===== config.mk =====
export PLATFORM = sky130hd
export DESIGN_NAME = huffman_tree_stream_decoder_top
export DESIGN_NICKNAME = d
export VERILOG_FILES = /design/src/rtl/htsd_pkg.sv /design/src/rtl/huffman_tree_stream_decoder_top.sv
export VERILOG_INCLUDE_DIRS = /design/src /design/src/rtl
export SDC_FILE = /design/constraint.sdc
export NUM_CORES = 2
export LEC_CHECK = 0
export BUFFER_PORTS_ARGS = -buffer_cell sky130_fd_sc_hd__clkbuf_2
export CAP_MARGIN = 0
export CORE_UTILIZATION = 35
export DETAILED_ROUTE_END_ITERATION = 8
export GPL_ROUTABILITY_DRIVEN = 0
export PLACE_DENSITY = 0.57
export SYNTH_ARGS = -nofsm -noshare
export SYNTH_HDL_FRONTEND = slang
export SYNTH_MEMORY_MAX_BITS = 65536
export SYNTH_SLANG_ARGS = --single-unit

===== constraint.sdc =====
create_clock -name clk_i -period 11.3 [get_ports clk_i]
set_clock_uncertainty 0.15 [all_clocks]
set_input_delay 1.13 -clock clk_i [delete_from_list [all_inputs] [get_ports clk_i]]
set_output_delay 1.13 -clock clk_i [all_outputs]
set_load 0.02 [all_outputs]

===== src/rtl/huffman_tree_stream_decoder_top_macros.svh =====
// Assertion macros used by the Huffman tree stream decoder top level.
`ifndef HUFFMAN_TREE_STREAM_DECODER_TOP_MACROS_SVH
`define HUFFMAN_TREE_STREAM_DECODER_TOP_MACROS_SVH

// Checks an implication on every rising clock edge outside reset.
`define HTSD_ASSERT_IMPL(lbl, pre, post, msg) \
  lbl: assert property (@(posedge clk_i) disable iff (!rst_ni) (pre) |-> (post)) \
    else $error(msg);

// Checks that a condition in one cycle is followed by another in the next.
`define HTSD_ASSERT_NEXT(lbl, pre, post, msg) \
  lbl: assert property (@(posedge clk_i) disable iff (!rst_ni) (pre) |=> (post)) \
    else $error(msg);

`endif


===== src/rtl/htsd_pkg.sv =====
// Package with types and constants of the Huffman tree stream decoder.
package htsd_pkg;

  localparam int unsigned MaxInternalNodes = 255;
  localparam int unsigned SymbolBits = 8;
  localparam int unsigned ChildBits = 1 + SymbolBits;
  localparam int unsigned EntryBits = 2 * ChildBits;
  localparam int unsigned HeaderCountBytes = 4;

  typedef logic [1:0] kind_t;
  localparam kind_t KindSymbol = 2'd0;
  localparam kind_t KindEmpty = 2'd1;
  localparam kind_t KindTruncated = 2'd2;
  localparam kind_t KindBadTree = 2'd3;

  typedef enum logic [3:0] {
    PhHeader = 4'b0001,
    PhTree = 4'b0010,
    PhDecode = 4'b0100,
    PhIdle = 4'b1000
  } phase_e;

  typedef enum logic [3:0] {
    StWait = 4'b0001,
    StBit = 4'b0010,
    StFin = 4'b0100,
    StFlush = 4'b1000
  } step_e;

endpackage


===== src/rtl/huffman_tree_stream_decoder_top.sv =====
// Top level of the Huffman tree stream decoder.
//
// The slave stream carries the compressed file one byte per transfer, with
// tlast marking the final byte of the file. The master stream carries the
// results: tuser holds the result kind, tdata the symbol and the end of text
// flag, and tlast marks the last result that one input byte causes.
// A byte is worked one bit per cycle through the tree walk, which reads one
// node memory entry per cycle from a registered read port. A header byte
// takes a single step, a bitstream byte one step per bit until the byte or its
// text ends. StFin and StFlush then close each byte and StWait waits for the
// next transfer, so a new input byte is taken only once the last is through.
// The first result of a byte passes through the one-entry result buffer
// before it reaches the output register.
// Reset returns all control state to the header phase; the node memory is
// not cleared, since the tree is always loaded before it is walked.
// A stall on the master side holds the output register and a one-entry
// result buffer behind it; the bit walk then waits until space frees up,
// and no input transfer is taken until the byte's results have left the buffer.
// After the final byte of a file the phase and the decoding state restart.
module huffman_tree_stream_decoder_top
  import htsd_pkg::*;
(
  input  logic        clk_i,
  input  logic        rst_ni,
  input  logic        s_axis_tvalid_i,
  output logic        s_axis_tready_o,
  input  logic [7:0]  s_axis_tdata_i,   // data_byte[7:0]
  input  logic        s_axis_tlast_i,
  output logic        m_axis_tvalid_o,
  input  logic        m_axis_tready_i,
  output logic [15:0] m_axis_tdata_o,   // symbol[7:0], end_of_text[8], zero[15:9]
  output logic [1:0]  m_axis_tuser_o,   // kind[1:0]
  output logic        m_axis_tlast_o
);

`include "huffman_tree_stream_decoder_top_macros.svh"

  step_e st_q, st_d;
  phase_e ph_q, ph_d;
  logic [2:0] hcnt_q, hcnt_d;
  logic [31:0] sl_q, sl_d;
  logic [7:0] total_q, total_d;
  logic [7:0] lidx_q, lidx_d;
  logic side_q, side_d;
  logic [SymbolBits-1:0] buf_q, buf_d;
  logic [3:0] bcnt_q, bcnt_d;
  logic [7:0] walk_q, walk_d;
  logic [ChildBits-1:0] lchild_q, lchild_d;
  logic [7:0] byte_q;
  logic fin_q;
  logic [2:0] bidx_q, bidx_d;

  logic [EntryBits-1:0] mem_q [MaxInternalNodes];
  logic [EntryBits-1:0] rd_q;
  logic wr_en;
  logic [EntryBits-1:0] wr_data;

  logic out_v_q, out_v_d, out_last_q, out_last_d, out_eot_q, out_eot_d;
  kind_t out_kind_q, out_kind_d;
  logic [7:0] out_sym_q, out_sym_d;
  logic pend_v_q, pend_v_d, pend_eot_q, pend_eot_d;
  kind_t pend_kind_q, pend_kind_d;
  logic [7:0] pend_sym_q, pend_sym_d;

  logic emit, flush, out_free, stall;
  kind_t e_kind;
  logic [7:0] e_sym;
  logic e_eot;
  logic bit_v;
  logic [ChildBits-1:0] child, dchild;

  assign out_free = !out_v_q || m_axis_tready_i;
  assign s_axis_tready_o = (st_q == StWait);
  assign bit_v = byte_q[bidx_q];
  assign child = {bit_v, buf_q};
  assign dchild = bit_v ? rd_q[EntryBits-1:ChildBits] : rd_q[ChildBits-1:0];
  assign wr_data = {child, lchild_q};

  always_comb begin
    st_d = st_q;
    ph_d = ph_q;
    hcnt_d = hcnt_q;
    sl_d = sl_q;
    total_d = total_q;
    lidx_d = lidx_q;
    side_d = side_q;
    buf_d = buf_q;
    bcnt_d = bcnt_q;
    walk_d = walk_q;
    lchild_d = lchild_q;
    bidx_d = bidx_q;
    wr_en = 1'b0;
    emit = 1'b0;
    flush = 1'b0;
    e_kind = KindSymbol;
    e_sym = '0;
    e_eot = 1'b0;
    case (st_q)
      StWait: begin
        bidx_d = '0;
        if (s_axis_tvalid_i) begin
          st_d = StBit;
        end
      end
      StBit: begin
        bidx_d = bidx_q + 3'd1;
        if (bidx_q == 3'd7) begin
          st_d = StFin;
        end
        case (ph_q)
          PhHeader: begin
            st_d = StFin;
            if (hcnt_q < 3'(HeaderCountBytes)) begin
              sl_d[{hcnt_q[1:0], 3'b000} +: 8] = byte_q;
              hcnt_d = hcnt_q + 3'd1;
            end else if (byte_q == 8'd0) begin
              emit = 1'b1;
              e_kind = KindBadTree;
              ph_d = PhIdle;
            end else begin
              total_d = byte_q;
              lidx_d = '0;
              side_d = 1'b0;
              buf_d = '0;
              bcnt_d = '0;
              ph_d = PhTree;
            end
          end
          PhTree: begin
            if (bcnt_q != 4'(SymbolBits)) begin
              buf_d[bcnt_q[2:0]] = bit_v;
              bcnt_d = bcnt_q + 4'd1;
            end else begin
              buf_d = '0;
              bcnt_d = '0;
              if ((!child[0] && child[ChildBits-1:1] >= lidx_q) ||
                  (32'(lidx_q) >= MaxInternalNodes)) begin
                emit = 1'b1;
                e_kind = KindBadTree;
                ph_d = PhIdle;
                st_d = StFin;
              end else if (!side_q) begin
                lchild_d = child;
                side_d = 1'b1;
              end else begin
                wr_en = 1'b1;
                side_d = 1'b0;
                lidx_d = lidx_q + 8'd1;
                if (lidx_q + 8'd1 >= total_q) begin
                  walk_d = total_q - 8'd1;
                  if (sl_q == 32'd0) begin
                    emit = 1'b1;
                    e_kind = KindEmpty;
                    ph_d = PhIdle;
                    st_d = StFin;
                  end else begin
                    ph_d = PhDecode;
                  end
                end
              end
            end
          end
          PhDecode: begin
            if (dchild[0]) begin
              sl_d = sl_q - 32'd1;
              emit = 1'b1;
              e_kind = KindSymbol;
              e_sym = dchild[ChildBits-1:1];
              e_eot = (sl_q == 32'd1);
              walk_d = total_q - 8'd1;
              if (sl_q == 32'd1) begin
                ph_d = PhIdle;
                st_d = StFin;
              end
            end else begin
              walk_d = dchild[ChildBits-1:1];
            end
          end
          default: begin
            st_d = StFin;
          end
        endcase
      end
      StFin: begin
        st_d = StFlush;
        if (fin_q) begin
          if (ph_q != PhIdle) begin
            emit = 1'b1;
            e_kind = KindTruncated;
          end
          ph_d = PhHeader;
          hcnt_d = '0;
          sl_d = '0;
          total_d = '0;
          lidx_d = '0;
          side_d = 1'b0;
          buf_d = '0;
          bcnt_d = '0;
          walk_d = '0;
        end
      end
      StFlush: begin
        flush = 1'b1;
        st_d = StWait;
      end
      default: begin
        st_d = StWait;
      end
    endcase

    stall = (emit && pend_v_q && !out_free) || (flush && pend_v_q && !out_free);
    if (stall) begin
      st_d = st_q;
      ph_d = ph_q;
      hcnt_d = hcnt_q;
      sl_d = sl_q;
      total_d = total_q;
      lidx_d = lidx_q;
      side_d = side_q;
      buf_d = buf_q;
      bcnt_d = bcnt_q;
      walk_d = walk_q;
      lchild_d = lchild_q;
      bidx_d = bidx_q;
      wr_en = 1'b0;
    end

    out_v_d = out_v_q && !m_axis_tready_i;
    out_kind_d = out_kind_q;
    out_sym_d = out_sym_q;
    out_eot_d = out_eot_q;
    out_last_d = out_last_q;
    pend_v_d = pend_v_q;
    pend_kind_d = pend_kind_q;
    pend_sym_d = pend_sym_q;
    pend_eot_d = pend_eot_q;
    if (!stall && (emit || flush)) begin
      if (pend_v_q) begin
        out_v_d = 1'b1;
        out_kind_d = pend_kind_q;
        out_sym_d = pend_sym_q;
        out_eot_d = pend_eot_q;
        out_last_d = flush;
        pend_v_d = 1'b0;
      end
      if (emit) begin
        pend_v_d = 1'b1;
        pend_kind_d = e_kind;
        pend_sym_d = e_sym;
        pend_eot_d = e_eot;
      end
    end
  end

  always_ff @(posedge clk_i or negedge rst_ni) begin
    if (!rst_ni) begin
      st_q <= StWait;
      ph_q <= PhHeader;
      hcnt_q <= '0;
      sl_q <= '0;
      total_q <= '0;
      lidx_q <= '0;
      side_q <= 1'b0;
      buf_q <= '0;
      bcnt_q <= '0;
      walk_q <= '0;
      bidx_q <= '0;
      out_v_q <= 1'b0;
      pend_v_q <= 1'b0;
    end else begin
      st_q <= st_d;
      ph_q <= ph_d;
      hcnt_q <= hcnt_d;
      sl_q <= sl_d;
      total_q <= total_d;
      lidx_q <= lidx_d;
      side_q <= side_d;
      buf_q <= buf_d;
      bcnt_q <= bcnt_d;
      walk_q <= walk_d;
      bidx_q <= bidx_d;
      out_v_q <= out_v_d;
      pend_v_q <= pend_v_d;
    end
  end

  always_ff @(posedge clk_i) begin
    lchild_q <= lchild_d;
    out_kind_q <= out_kind_d;
    out_sym_q <= out_sym_d;
    out_eot_q <= out_eot_d;
    out_last_q <= out_last_d;
    pend_kind_q <= pend_kind_d;
    pend_sym_q <= pend_sym_d;
    pend_eot_q <= pend_eot_d;
    if (s_axis_tvalid_i && s_axis_tready_o) begin
      byte_q <= s_axis_tdata_i;
      fin_q <= s_axis_tlast_i;
    end
  end

  always_ff @(posedge clk_i) begin
    if (wr_en) begin
      mem_q[lidx_q] <= wr_data;
    end
  end

  always_ff @(posedge clk_i) begin
    if (wr_en && (lidx_q == walk_d)) begin
      rd_q <= wr_data;
    end else begin
      rd_q <= mem_q[walk_d];
    end
  end

  assign m_axis_tvalid_o = out_v_q;
  assign m_axis_tdata_o = {7'b0, out_eot_q, out_sym_q};
  assign m_axis_tuser_o = out_kind_q;
  assign m_axis_tlast_o = out_last_q;

  `HTSD_ASSERT_IMPL(a_ready_no_pend, s_axis_tready_o, !pend_v_q,
    "Input ready while a result of the previous byte is still buffered.")
  `HTSD_ASSERT_IMPL(a_walk_in_tree, ph_q == PhDecode, walk_q < total_q,
    "Tree walk points past the loaded nodes.")
  `HTSD_ASSERT_NEXT(a_out_hold, out_v_q && !m_axis_tready_i,
    out_v_q && $stable(out_sym_q) && $stable(out_kind_q),
    "Stalled output result changed.")

endmodule


# After elaboration in Yosys (flattened, before gate mapping)
# Memories as Yosys holds them, arrays and structs flattened. A register that Yosys moved wholly into a read port is not among the register bits.
# Cells that the tools add are included.
word_totals:
  reg_bits: 126
  memories: 1
  inputBits: 13
  mem_bits_rw: 4590
  out_inout_bits: 21
  elab_cells: 222
mem_list:
  columns: ["memory", "words", "width", "rd", "rd_clocked_by_memory_dff", "write_ports", "line_no", "source"]
  rows:
  - ["mem_q", 255, 18, 1, 1, 1, "huffman_tree_stream_decoder_top.sv:53", "logic [EntryBits-1:0] mem_q [MaxInternalNodes];"]
classes:
  reduce_logical: 35
  order_cmp: 7
  add_sub_neg: 7
  bitwise: 4
  n_eq_ne: 30
  mux: 113
  shifts: 2
ops:
  columns: ["cell", "n"]
  rows:
  - ["2-to-1 mux 8 bit", 17]
  - ["one-hot mux 32 bit (2 select lines)", 2]
  - ["one-hot mux 8 bit (2 select lines)", 7]
  - ["2-to-1 mux 32 bit", 3]
  - ["2-to-1 mux 4 bit", 23]
  - ["2-to-1 mux 1 bit", 33]
  - ["bitwise mux 32 bit", 1]
  - ["equality test 32 x 1 -> 1 bit (second input constant)", 1]
  - ["zero test 32 bit", 1]
  - ["one-hot mux 4 bit (2 select lines)", 4]
  - ["variable shift 8 x 7 -> 32 bit (first input constant)", 1]
  - ["variable part select 8 x 7 -> 32 bit", 1]
  - ["subtractor 32 x 1 -> 32 bit (second input constant)", 1]
  - ["inequality test 3 bit (second input constant)", 8]
  - ["one-hot mux 4 bit (3 select lines)", 2]
  - ["AND reduction 6 bit", 4]
  - [">= comparator 8 bit", 2]
  - ["inequality test 4 bit (second input constant)", 4]
  - ["2-to-1 mux 2 bit", 6]
  - ["one-hot mux 3 bit (2 select lines)", 2]
  - ["inequality test 2 bit (second input constant)", 5]
  - ["AND reduction 10 bit", 1]
  - ["logical AND 1 bit", 9]
  - ["2-to-1 mux 3 bit", 3]
  - ["other kinds (35)", 57]

# Longest topological paths before layout
depth:
  word_depth: 15
  mapped_depth: 19
  mapped_depth_nobuf: 14

# Worst setup path after synthesis
# No wires, ideal clock.
synth_path:
  path_type: "reg-to-reg"
  from: "register bidx_q[1]"
  to: "memory mem_q[178][0] in the netlist's numbering, enable pin"
  slack_ns: 1.305
  setup_ns: 0.416
  required_ns: 10.734
  period_less_slack_ns: 9.995
  path_buffers: 4
  path_stages_with_launch: 18
  t_arrival_ns: 9.429
  cell_sequence: "dfrtp_1 mux4_2 mux2i_1 inv_1 clkbuf_1 clkbuf_1 ha_1 and4b_1 a22oi_1 o21ai_0 a31oi_1 a21boi_1 o21a_1 a31o_2 buf_2 nand3_1 buf_2 nor3_1"
synth_via:
  elab_chain_cells: 15
  word_cells_on_any_way: 21
  cone_classes: "order compare (1); mux (15); reduce/logical (5)"
synth_rtl:
  columns: ["element", "line_no", "source"]
  rows:
  - ["start, declared", "huffman_tree_stream_decoder_top.sv:51", "logic [2:0] bidx_q, bidx_d;"]
  - ["start signal, assigned", "huffman_tree_stream_decoder_top.sv:281", "bidx_q <= bidx_d;"]
  - ["binary-select mux 1 bit (select 3 bit) (*)", "huffman_tree_stream_decoder_top.sv:74", "assign bit_v = byte_q[bidx_q];"]
  - ["2-to-1 mux 1 bit (implied by the code) (*)", "huffman_tree_stream_decoder_top.sv:74", null]
  - ["net bit_v", "huffman_tree_stream_decoder_top.sv:69", "logic bit_v;"]
  - [">= comparator 8 bit", "huffman_tree_stream_decoder_top.sv:136", "if ((!child[0] && child[ChildBits-1:1] >= lidx_q) ||"]
  - ["logical AND 1 bit", "huffman_tree_stream_decoder_top.sv:136", null]
  - ["logical OR 1 bit", "huffman_tree_stream_decoder_top.sv:136", null]
  - ["2-to-1 mux 1 bit", "huffman_tree_stream_decoder_top.sv:136", null]
  - ["2-to-1 mux 1 bit", "huffman_tree_stream_decoder_top.sv:130", "if (bcnt_q != 4'(SymbolBits)) begin"]
  - ["one-hot mux 1 bit (3 select lines)", "huffman_tree_stream_decoder_top.sv:110", "case (ph_q)"]
  - ["one-hot mux 1 bit (2 select lines)", "huffman_tree_stream_decoder_top.sv:98", "case (st_q)"]
  - ["logical AND 1 bit (2 in series)", "huffman_tree_stream_decoder_top.sv:211", "stall = (emit && pend_v_q && !out_free) || (flush && pend_v_q && !out_free);"]
  - ["logical OR 1 bit", "huffman_tree_stream_decoder_top.sv:211", null]
  - ["2-to-1 mux 1 bit (*)", "huffman_tree_stream_decoder_top.sv:212", "if (stall) begin"]
  - ["2-to-1 mux 1 bit (*)", "huffman_tree_stream_decoder_top.sv:303", "if (wr_en) begin"]
  - ["2-to-1 mux 1 bit (implied by the code) (*)", "huffman_tree_stream_decoder_top.sv:304", "mem_q[lidx_q] <= wr_data;"]
  - ["end, declared", "huffman_tree_stream_decoder_top.sv:53", null]
# The timed path passes the listed nets; every way through them passes the cells marked *. The select of a mux whose other input is x is not followed.

==> results.yml <==
detailed_routing:
  dr_total_vias: 89624
  drc: 0
  via_per_inst: 5.64
  drt_pass1_iterations: 6
  drtAntennaViolNets: 0
  wl_per_cell_microns: 31.6
  routed_wl_microns: 503000
  drt-initial-drc-count: 11442
synth:
  synth.ff_latch_count: 4724
  ys_types: 86
  seq_area_frac_synth_pct: 77.0
  synth_edf_count: 4631
  avgSynthCellArea_sq_um: 22.4
  synth-main-ff-cell: "edfxtp_1"
  ys_async_sr_fraction_pct: 1.80
  syn_inst: 8208
  ys_warn_count: 0
  syn_area_sq_um: 184000
clock_tree:
  worstSkewPairLatency_ns: 1.05
  post-cts-setup-buffer-count: 0
  h-tree-depth: 5
  clockRootBuffer: "clkbuf_16"
  clockBufferDepth: 4
  path_clk_slew_ns: 0.06
  cts_buffers: 463
  cts_tree: "yes"
  cts_sinks: 4724
setup_path:
  start_kind: "register"
  regToRegSetupSlack_ns: 2.36
  rr_worst_depth: 12
  cp.arrival_ns: 9.39
  reg2reg_to: "mem_q[78][10]$_DFFE_PP_"
  critPathKind: "register to register"
  required_ns: 11.75
  critPathMaxFanout: 64
  path_cells: "buf_12, buf_4, mux4_2, mux2_2, o211ai_1, a221o_1, a21oi_1, o21ai_2, a31o_2, nand4_1, buf_4, nor2_2"
  endpoint_kind: "register"
  path_common_cell: "buf_4"
  slowest_stage: "nand4_1"
  cpPeakStageDelay_ns: 1.11
hold_path:
  hold_start: "s_axis_tdata_i[6]"
  hold_path.class: "primary input to register"
  min_path_cells: 1
  hold-path-endpoint: "byte_q[6]$_DFFE_PP_"
die:
  ios: 34
  rows: 265
  start_util_pct: 35.2
  core_region_area_sq_um: 522000
  die_w_microns: 726
  dieHeight_microns: 726
  dieArea_sq_um: 527000
grt:
  gr-total-overflow: 0
  grt_usage_pct: 18.6
  grt_pass1_wl_microns: 708000
  grt_pass1_vias: 89769
  grt_max_degree: 192
  antenna_found_initial: 17
layout:
  nNetsFinal: 8587
  syn_to_final_growth_pct: 13.4
  drive_gt1_share_pct: 28.9
  layout_common_cells: "edfxtp_1, mux4_2, clkbuf_16"
  fin_cells: 15891
  layout_commonest_cell: "edfxtp_1"
  fin_area_sq_um: 208000
timing:
  hold_ws_ns: 0.159
  fin_crit_ns: 8.94
  setup_tns_ns: 0
  slew-limit-headroom_pct: 7.30
  period_share_pct: 79.1
  fmax_mhz: 112
  hold_viol: 0
  max_slew.worst_pin.slew_ns: 1.39
  finalMaxSlewViolations: 0
  setup_viol: 0
  rsz0062_at_grt: "no"
power:
  power_density_nw_per_um2: 220
  leakage_nw: 59.4
  vdd_drop_max_uv: 156
placement:
  post-dp-hpwl_microns: 303000
  dp.cells: 15018
  placed_area_sq_um: 193000
  place.port_buffers: 26
job:
  drv_cap: 0
status:
  status: "finished, final reports clean"
-- per-stage QoR --
stage | total power [mW] | utilization, % | setup slack, ns
after global placement | 30.5 | 37.0 | 2.62
after floorplan | 27.0 | - | 1.31
after CTS | 46.0 | 39.9 | 2.41
after detailed placement | 30.6 | 37.0 | 2.46
after global routing | 47.1 | 39.9 | 2.15
final | 45.8 | 39.9 | 2.36
-- sequential cells by signal, summed over array words and instances (netlist names), 8 cells and up, named ones only --
register / flops
buf_q: 8
mem_q: 4590
lidx_q: 8
lchild_q: 9
sl_q: 32
total_q: 8
pend_sym_q: 8
walk_q: 8
byte_q: 8
out_sym_q: 8
-- synthesized netlist by cell type, types with 28 or more instances --
cell	count	share of area, %
a221oi_1	54	0.26
inv_1	46	0.094
dfrtp_1	83	1.1
o22ai_1	59	0.20
ha_1	32	0.22
nor3_1	81	0.22
mux4_2	1243	15
buf_2	123	0.34
a22o_1	57	0.27
a22oi_1	152	0.62
o21ai_0	67	0.18
buf_4	73	0.30
nor2_1	335	0.68
a21oi_1	99	0.27
nand3_1	43	0.12
nand2_1	156	0.32
edfxtp_1	4631	76
buf_6	73	0.45
clkbuf_1	173	0.35
a31oi_1	28	0.095
nand4_1	28	0.095
mux2i_1	149	0.81
-- kinds of logic (layout without fill, tap and decap cells) --
logic type               after synthesis  after routing  share of synthesized area [%]
AO/OA/AOI/OAI                        712            712                           2.82
XOR/XNOR                              14             14                         0.0668
adder cells (fa/ha/maj)               32             32                          0.218
buffers and inverters                522           1252                           1.67
flip-flops                          4724           4724                           77.0
multiplexers                        1423           1423                           16.3
other                                  1             12                        0.00204
AND/OR/NAND/NOR                      780            780                           1.95
-- layer usage --
| layer | track usage (%) | share of wire (%) | vias up |
|---|---|---|---|
| met5 | 0 | 0.0026 | - |
| met4 | 5.66 | 3.4 | 2 |
| met3 | 3.30 | 8.5 | 728 |
| met2 | 29.1 | 46 | 4293 |
| met1 | 26.8 | 42 | 48877 |
| li1 | - | - | 35724 |
-- worst max-delay path, delay by kind of cell, from the launching register on --
kind            cells  cell delay (ns)
compound gates      5             2.38
simple gates        2             2.07
flops               1             0.99
mux                 2             0.88
buf+inv             3             1.81
-- cell type report --
cell class	instances	area, sq um
diodes	5	12.5
fillers	45322	313000
flip-flops and latches	4724	141000
inverters	46	183
well taps	6942	8690
clock inverters	327	3330
multi-input cells	2968	39900
repair buffers	339	2690
clock buffers	540	12000
-- where the power goes --
part | internal [mW] | switching, mW | total (mW)
sequential | 19.7 | 0.335 | 20.0
combinational | 3.61 | 6.57 | 10.2
clock | 8.86 | 6.72 | 15.6
total | 32.1 | 13.6 | 45.8
-- worst max-delay path by stage --
stage	startpoint	endpoint	slack [ns]	depth (start not counted)
2_1_floorplan	bidx_q[1]$_DFFE_PN0P_	mem_q[178][0]$_DFFE_PP_	1.31	17
3_3_place_gp	register	mem_q[78][5]$_DFFE_PP_	2.62	12
3_5_place_dp	register	mem_q[78][17]$_DFFE_PP_	2.46	12
4_1_cts	register	mem_q[78][10]$_DFFE_PP_	2.41	12
5_1_grt	register	mem_q[78][10]$_DFFE_PP_	2.15	12
6_report	register	mem_q[78][10]$_DFFE_PP_	2.36	12
-- repair_timing --
action                                  4_1_cts  5_1_grt
endpoints found under the setup margin        0        0
hold endpoints to repair                     20        0
hold buffers                                  1        0
gates resized for setup                       0        0
Power figures use the tool's default switching activity.
